File: src/hdl/assert_macros.svh
// Assertion macros shared by the terminal writer RTL.
// Included by the top level, which writes its concurrent checks with them.
`ifndef ASSERT_MACROS_SVH
`define ASSERT_MACROS_SVH

// Same-cycle implication, checked on every rising edge outside reset.
`define TMTW_ASSERT_NOW(label, clk, rstn, ante, cons, msg) \
    label: assert property (@(posedge clk) disable iff (!rstn) (ante) |-> (cons)) \
        else $error(msg);

// Next-cycle implication, checked on every rising edge outside reset.
`define TMTW_ASSERT_NEXT(label, clk, rstn, ante, cons, msg) \
    label: assert property (@(posedge clk) disable iff (!rstn) (ante) |=> (cons)) \
        else $error(msg);

`endif

File: src/hdl/tmtw_pkg.sv
// Shared types and constants of the text-mode terminal writer.
// Used by the controller, the datapath and the top level; depends on nothing.
`timescale 1ns / 1ps

package tmtw_pkg;

    localparam int DEF_COLUMNS = 80;
    localparam int DEF_ROWS    = 25;

    localparam int CELL_W     = 16;
    localparam int CUR_COL_W  = 7;
    localparam int CUR_ROW_W  = 5;
    localparam int CUR_POS_W  = 11;
    localparam int CFG_IDX_W  = 1;
    localparam int CFG_DATA_W = 4;

    // Operation codes.
    localparam logic [1:0] FUNC_PUT  = 2'd0;
    localparam logic [1:0] FUNC_SET  = 2'd1;
    localparam logic [1:0] FUNC_READ = 2'd2;

    // Control characters.
    localparam logic [7:0] CH_NEWLINE   = 8'h0A;
    localparam logic [7:0] CH_RETURN    = 8'h0D;
    localparam logic [7:0] CH_BACKSPACE = 8'h08;
    localparam logic [7:0] BLANK_CHAR   = 8'h20;

    // A cell keeps the attribute in the upper byte, the character in the lower.
    localparam logic [CELL_W-1:0] BLANK_CELL = 16'h0F20;

    // Configuration register indexes.
    localparam logic [CFG_IDX_W-1:0] CFG_FG = 1'b0;
    localparam logic [CFG_IDX_W-1:0] CFG_BG = 1'b1;

    localparam logic [3:0] FG_RESET = 4'hF;
    localparam logic [3:0] BG_RESET = 4'h0;

    typedef struct packed {
        logic [1:0]  func;
        logic [7:0]  char_code;
        logic [7:0]  set_col;
        logic [4:0]  set_row;
        logic [10:0] read_index;
    } in_item_t;

    typedef struct packed {
        logic [7:0]           cell_char;
        logic [7:0]           cell_attr;
        logic [CUR_COL_W-1:0] cur_col;
        logic [CUR_ROW_W-1:0] cur_row;
        logic [CUR_POS_W-1:0] cur_pos;
    } out_item_t;

    // Commands from the controller to the datapath.
    typedef struct packed {
        logic load_item;
        logic exec;
        logic sweep_start;
        logic sweep_clear;
        logic load_result;
    } ctrl_cmd_t;

    // Status from the datapath to the controller.
    typedef struct packed {
        logic need_scroll;
        logic sweep_busy;
    } dp_status_t;

endpackage

File: src/hdl/tmtw_ctrl.sv
// Sequencing state machine of the terminal writer: handshakes and commands.
// Depends on tmtw_pkg for the command and status structs.
`timescale 1ns / 1ps

module tmtw_ctrl (
    input  logic                   aclk,
    input  logic                   aresetn,
    input  logic                   s_valid,
    output logic                   s_ready,
    output logic                   m_valid,
    input  logic                   m_ready,
    input  tmtw_pkg::dp_status_t   status,
    output tmtw_pkg::ctrl_cmd_t    cmd
);

    localparam logic [2:0] ST_INIT   = 3'd0;
    localparam logic [2:0] ST_CLEAR  = 3'd1;
    localparam logic [2:0] ST_IDLE   = 3'd2;
    localparam logic [2:0] ST_EXEC   = 3'd3;
    localparam logic [2:0] ST_SWEEP  = 3'd4;
    localparam logic [2:0] ST_RESULT = 3'd5;

    logic [2:0] state_reg, state_next;
    logic       m_valid_reg, m_valid_next;

    always_comb begin
        state_next = state_reg;
        cmd        = '0;
        case (state_reg)
            ST_INIT: begin
                cmd.sweep_start = 1'b1;
                cmd.sweep_clear = 1'b1;
                state_next      = ST_CLEAR;
            end
            ST_CLEAR: begin
                if (!status.sweep_busy) begin
                    state_next = ST_IDLE;
                end
            end
            ST_IDLE: begin
                if (s_valid) begin
                    cmd.load_item = 1'b1;
                    state_next    = ST_EXEC;
                end
            end
            ST_EXEC: begin
                cmd.exec = 1'b1;
                if (status.need_scroll) begin
                    cmd.sweep_start = 1'b1;
                    state_next      = ST_SWEEP;
                end else begin
                    state_next = ST_RESULT;
                end
            end
            ST_SWEEP: begin
                if (!status.sweep_busy) begin
                    state_next = ST_RESULT;
                end
            end
            ST_RESULT: begin
                // The result waits here until the output register is free.
                if (!m_valid_reg || m_ready) begin
                    cmd.load_result = 1'b1;
                    state_next      = ST_IDLE;
                end
            end
            default: begin
                state_next = ST_INIT;
            end
        endcase
    end

    always_comb begin
        m_valid_next = m_valid_reg;
        if (cmd.load_result) begin
            m_valid_next = 1'b1;
        end else if (m_ready) begin
            m_valid_next = 1'b0;
        end
    end

    always_ff @(posedge aclk) begin
        if (!aresetn) begin
            state_reg   <= ST_INIT;
            m_valid_reg <= 1'b0;
        end else begin
            state_reg   <= state_next;
            m_valid_reg <= m_valid_next;
        end
    end

    assign s_ready = (state_reg == ST_IDLE);
    assign m_valid = m_valid_reg;

endmodule

File: config.mk
export PLATFORM = sky130hd
export DESIGN_NAME = tmtw_ctrl
export DESIGN_NICKNAME = d
export VERILOG_FILES = /design/src/hdl/assert_macros.svh /design/src/hdl/tmtw_pkg.sv /design/src/hdl/tmtw_ctrl.sv
export SDC_FILE = /design/constraint.sdc
export NUM_CORES = 1
export LEC_CHECK = 0
export ABC_AREA = 0
export BUFFER_PORTS_ARGS = -buffer_cell sky130_fd_sc_hd__clkbuf_2
export CAP_MARGIN = 20
export CELL_PAD_IN_SITES_DETAIL_PLACEMENT = 1
export CELL_PAD_IN_SITES_GLOBAL_PLACEMENT = 2
export CORE_AREA = 5 5 42 44
export CTS_CLUSTER_SIZE = 12
export DETAILED_ROUTE_END_ITERATION = 8
export DIE_AREA = 0 0 47 49
export PLACE_DENSITY = 0.65
export SYNTH_ARGS = -nofsm -noshare
export SYNTH_HDL_FRONTEND = slang
export SYNTH_SLANG_ARGS = --single-unit
export TNS_END_PERCENT = 20
File: constraint.sdc
create_clock -name aclk -period 2.5 [get_ports aclk]
set_clock_uncertainty 0.2 [all_clocks]
set_input_delay 0.375 -clock aclk [delete_from_list [all_inputs] [get_ports aclk]]
set_output_delay 0.375 -clock aclk [all_outputs]
set_load 0.05 [all_outputs]
# After elaboration in Yosys (flattened, before gate mapping)
# Index checks and enable logic that the tools add are counted.
[totals] register_bits=4 output_inout_bits=7 word_cells=32
[classes] n_eq_ne=9 muxes=16 n_reduce_logical=5
[ops] op="3-bit case mux with 6 select lines" count=1
[ops] op="3-bit 2-to-1 mux" count=4
[ops] op="1-bit 2-to-1 mux" count=10
[ops] op="2-bit != test, second input constant" count=4
[ops] op="3-bit by 2-bit == test with 1-bit output, second input constant" count=2
[ops] op="3-bit == test, second input constant" count=2
[ops] op="4-bit AND reduction" count=1
[ops] op="3-bit by 1-bit == test with 1-bit output, second input constant" count=1
[ops] op="3-bit zero test" count=1
[ops] op="1-bit case mux with 2 select lines" count=1
[ops] op="2-bit nonzero test" count=1
[ops] op="1-bit zero test" count=1
[ops] op="1-bit logical OR" count=1

# Logic depth before layout (Yosys ltp)
[depth] depth_word=5 mapped_depth=4 mapped_depth_nobuf=3

# Worst setup path after synthesis
# Ideal clock, no wire load.
[synth_timing] kind="reg2out" start="register state_reg[2]" end="output port cmd[4] in the netlist's numbering" arrival_ps=2277 path_slack_ps=-352 path_stages_with_launch=4 path_buffers=1 cell_sequence="dfxtp_1 > buf_2 > nor3b_1 > and2_1"
[synth_rtl] item="start, declared" line_no="tmtw_ctrl.sv:23" rtl="logic [2:0] state_reg, state_next;"
[synth_rtl] item="start signal, assigned" line_no="tmtw_ctrl.sv:87" rtl="state_reg <= state_next;"
[synth_rtl] item="end, declared" line_no="tmtw_ctrl.sv:13" rtl="output tmtw_pkg::ctrl_cmd_t cmd"

==> results.tsv <==
stage	metric	value	unit
run_status	status	completed	
critical_path	path_depth	3	
place	place_hpwl	581	um
synthesis	postSynthCellCount	34	
power_and_ir_drop	switchingPower	0.000103	W
floorplanning	fp.dieH	49	um
grt	antenna_found_initial	0	
synthesis	ys_top_cells_by_area	dfxtp_1 (30%), a21oi_1 (9.3%), nor3b_1 (8.3%), nand2b_1 (6.9%), o21a_1 (5.6%)	
power_and_ir_drop	ir_drop	0.000217	V
critical_path	cp_max_fo	12	
clock_network	clk_pin_slew	30	ps
critical_path	cp-end-kind	primary output	
critical_path	arrival	1390	ps
floorplanning	die_area	2300	sq um
floorplanning	die_w	47	um
detailed_routing	antenna_left	0	
timing	rsz0062_at_grt	no	
synthesis	synth_warnings	0	
clock_network	holdBufCountCts	0	
synthesis	avgSynthCellArea	7.95	sq um
place	gp_congestion	0.733	
detailed_routing	drt-pass1-iter-count	2	
clock_network	clock-sinks	4	
timing	slew_headroom	73.0	%
detailed_routing	routed_wl	707	um
critical_path	startpoint	state_reg[2]$_SDFFE_PN0P_	
detailed_routing	route.detailed.vias_per_inst	4.71	
timing	drv_slew	0	
detailed_routing	routedWlPerCell	11.2	um
power_and_ir_drop	comb_power_share	36.5	%
clock_network	htreeDepth	1	
critical_path	reg2reg_from	state_reg[2]$_SDFFE_PN0P_	
grt	grt_pass1_vias	290	
final_layout	largest_register_ffs	3	
final_layout	drive_gt1_share	38.3	%
clock_network	clk_latency	240	ps
critical_path	r2r-end	state_reg[0]$_SDFFE_PN0P_	
clock_network	cts_buffers	3	
detailed_routing	drtIter0Drc	2	
timing	timing.fmax	509	MHz
critical_path	crit_required	1920	ps
clock_network	cts_root_buffer	clkbuf_4	
synthesis	synth_cell_types	19	
run	maxCapViolations	0	
timing	setup_tns	0	ps
place	io_buffers	12	
power_and_ir_drop	p_seq_share	32.4	%
final_layout	diodes	0	
power_and_ir_drop	leakagePower	0.159	nW
grt	grt_use_total	7.46	%
clock_network	cts_buffer_depth	2	
timing	setup_viol	0	
floorplanning	core-area	1400	sq um
power_and_ir_drop	sw_frac_of_total	40.3	%
grt	grt_pass1_wl	1160	um
floorplanning	initial_core_util	19.3	%
timing	tightestPinTransition	405	ps
final_layout	final_nets	55	
critical_path	cp_cell_sequence	nand3b_1 > nor2_1 > clkbuf_2	
final_layout	fin_cells	63	
place	placed_cells	60	
critical_path	rr_worst_depth	3	
synthesis	ys_seq_elements	4	
floorplanning	fp-row-count	14	
final_layout	syn_to_final_growth	35.2	%
synthesis	syn-num-nets	40	
critical_path	critPathCapture	cmd[0]	
grt	grt_max_degree	13	
timing	final.setup.worst_slack	535	ps
hold_path	hold_class	input port to register	
power_and_ir_drop	clkPwrFrac	31.0	%
final_layout	nFillCells	183	
synthesis	seq_area_frac_synth	29.6	%
place	place_ws	773	ps
synthesis	synth_area_leader_cell	dfxtp_1	
critical_path	worst_path_max_delay_cell	dfxtp_1	
timing	hold_violations	0	
floorplanning	io_pins	13	
critical_path	cp_num_buf_inv	1	
synthesis	synth_top_area_share	29.6	%
grt	grt_overflow_total	0	
critical_path	r2r_slack	1030	ps
clock_network	cts_tree	done	
detailed_routing	drc	0	
critical_path	path_delay_family	flip-flops	
synthesis	synthesis.area	270	sq um
timing	post-route-min-period	1970	ps
critical_path	cp_slowest_stage_delay	560	ps
clock_network	post-cts-setup-buffers	0	
detailed_routing	num_vias	297	
timing	period_share	78.6	%
clock_network	cts-resized-gates	0	
power_and_ir_drop	power.density	699	nW/um^2
critical_path	path_class	register to primary output	
power_and_ir_drop	p_int	0.000153	W
critical_path	critPathLaunchType	register	
metal layers:
layer  track usage [%]  vias to the layer above  part of all wire, %  wire length, um
li1                  -                      153                    -                -
met1              7.91                      131                   46              326
met2              10.4                       11                   43              307
met3              5.54                        2                  8.8               62
met4              4.15                        0                  1.4               10
met5                 0                        -                    0                0
through the flow:
step / hold WS [ps] / utilization [%] / area [sq um] / power, W
after floorplan: 293 / - / 275 / 0.000155
after global placement: 370 / 24.5 / 343 / 0.000179
after detailed placement: 373 / 24.5 / 343 / 0.000178
after CTS: 206 / 26.1 / 365 / 0.000260
after global routing: 202 / 26.1 / 365 / 0.000274
final: 210 / 26.1 / 365 / 0.000255
power by group through the flow:
| stage | Clock [W] | Combinational (W) | Sequential (W) |
|---|---|---|---|
| 2_1_floorplan | 0 | 0.0000756 | 0.0000792 |
| 3_3_place_gp | 0 | 0.0000947 | 0.0000839 |
| 3_5_place_dp | 0 | 0.0000944 | 0.0000839 |
| 4_1_cts | 0.0000826 | 0.0000946 | 0.0000831 |
| 5_1_grt | 0.0000915 | 0.0000985 | 0.0000844 |
| 6_report | 0.0000793 | 0.0000933 | 0.0000828 |
cell families (layout without fill, tap and decap cells):
| logic type | count (synthesis) | count (layout) | share of synthesized area (%) |
|---|---|---|---|
| AOI/OAI and AO/OA | 11 | 11 | 27.3 |
| buffers and inverters | 4 | 17 | 7.41 |
| DFF | 4 | 4 | 29.6 |
| and+or+nand+nor | 15 | 15 | 35.7 |
how the worst min path moves through the flow:
| stage | start | to | slack [ps] | depth (start not counted) |
|---|---|---|---|---|
| after floorplan | aresetn | state_reg[2]$_SDFFE_PN0P_ | 290 | 1 |
| after global placement | m_valid$_SDFFE_PN0P_ | m_valid$_SDFFE_PN0P_ | 370 | 2 |
| after detailed placement | m_valid$_SDFFE_PN0P_ | m_valid$_SDFFE_PN0P_ | 370 | 2 |
| after CTS | aresetn | state_reg[1]$_SDFFE_PN0P_ | 210 | 2 |
| after global routing | aresetn | state_reg[2]$_SDFFE_PN0P_ | 200 | 2 |
| final | aresetn | state_reg[1]$_SDFFE_PN0P_ | 210 | 2 |
cell usage in the layout (no fill, tap or decap):
master,n
a211oi_1,1
a21oi_1,5
and2_1,1
clkbuf_2,12
clkbuf_4,3
dfxtp_1,4
inv_1,2
nand2b_1,3
nand3_1,1
nand3b_1,1
nor2_1,2
nor2b_1,2
nor3b_1,2
nor3b_2,1
o211ai_2,1
o21a_1,2
o21ai_0,1
o32ai_1,1
or2_2,1
or4b_1,1
cells in the mapped netlist, drive strengths merged:
cell type	number
a211oi	1
nand3b	1
nand2b	3
o32ai	1
or2	1
inv	2
or4b	1
nor2b	2
o21a	2
dfxtp	4
o211ai	1
nor2	2
buf	2
nor3b	3
a21oi	5
and2	1
o21ai	1
nand3	1
cell type report:
cell class	instances	area (sq um)	share of cell area, %
clock buffers	3	22.5	6.16
inverters	2	7.51	2.05
multi-input cells	26	175	47.9
flip-flops and latches	4	80.1	21.9
well taps	16	20.0	5.48
repair buffers	12	60.1	16.4
(Power assumes the default switching activity.)
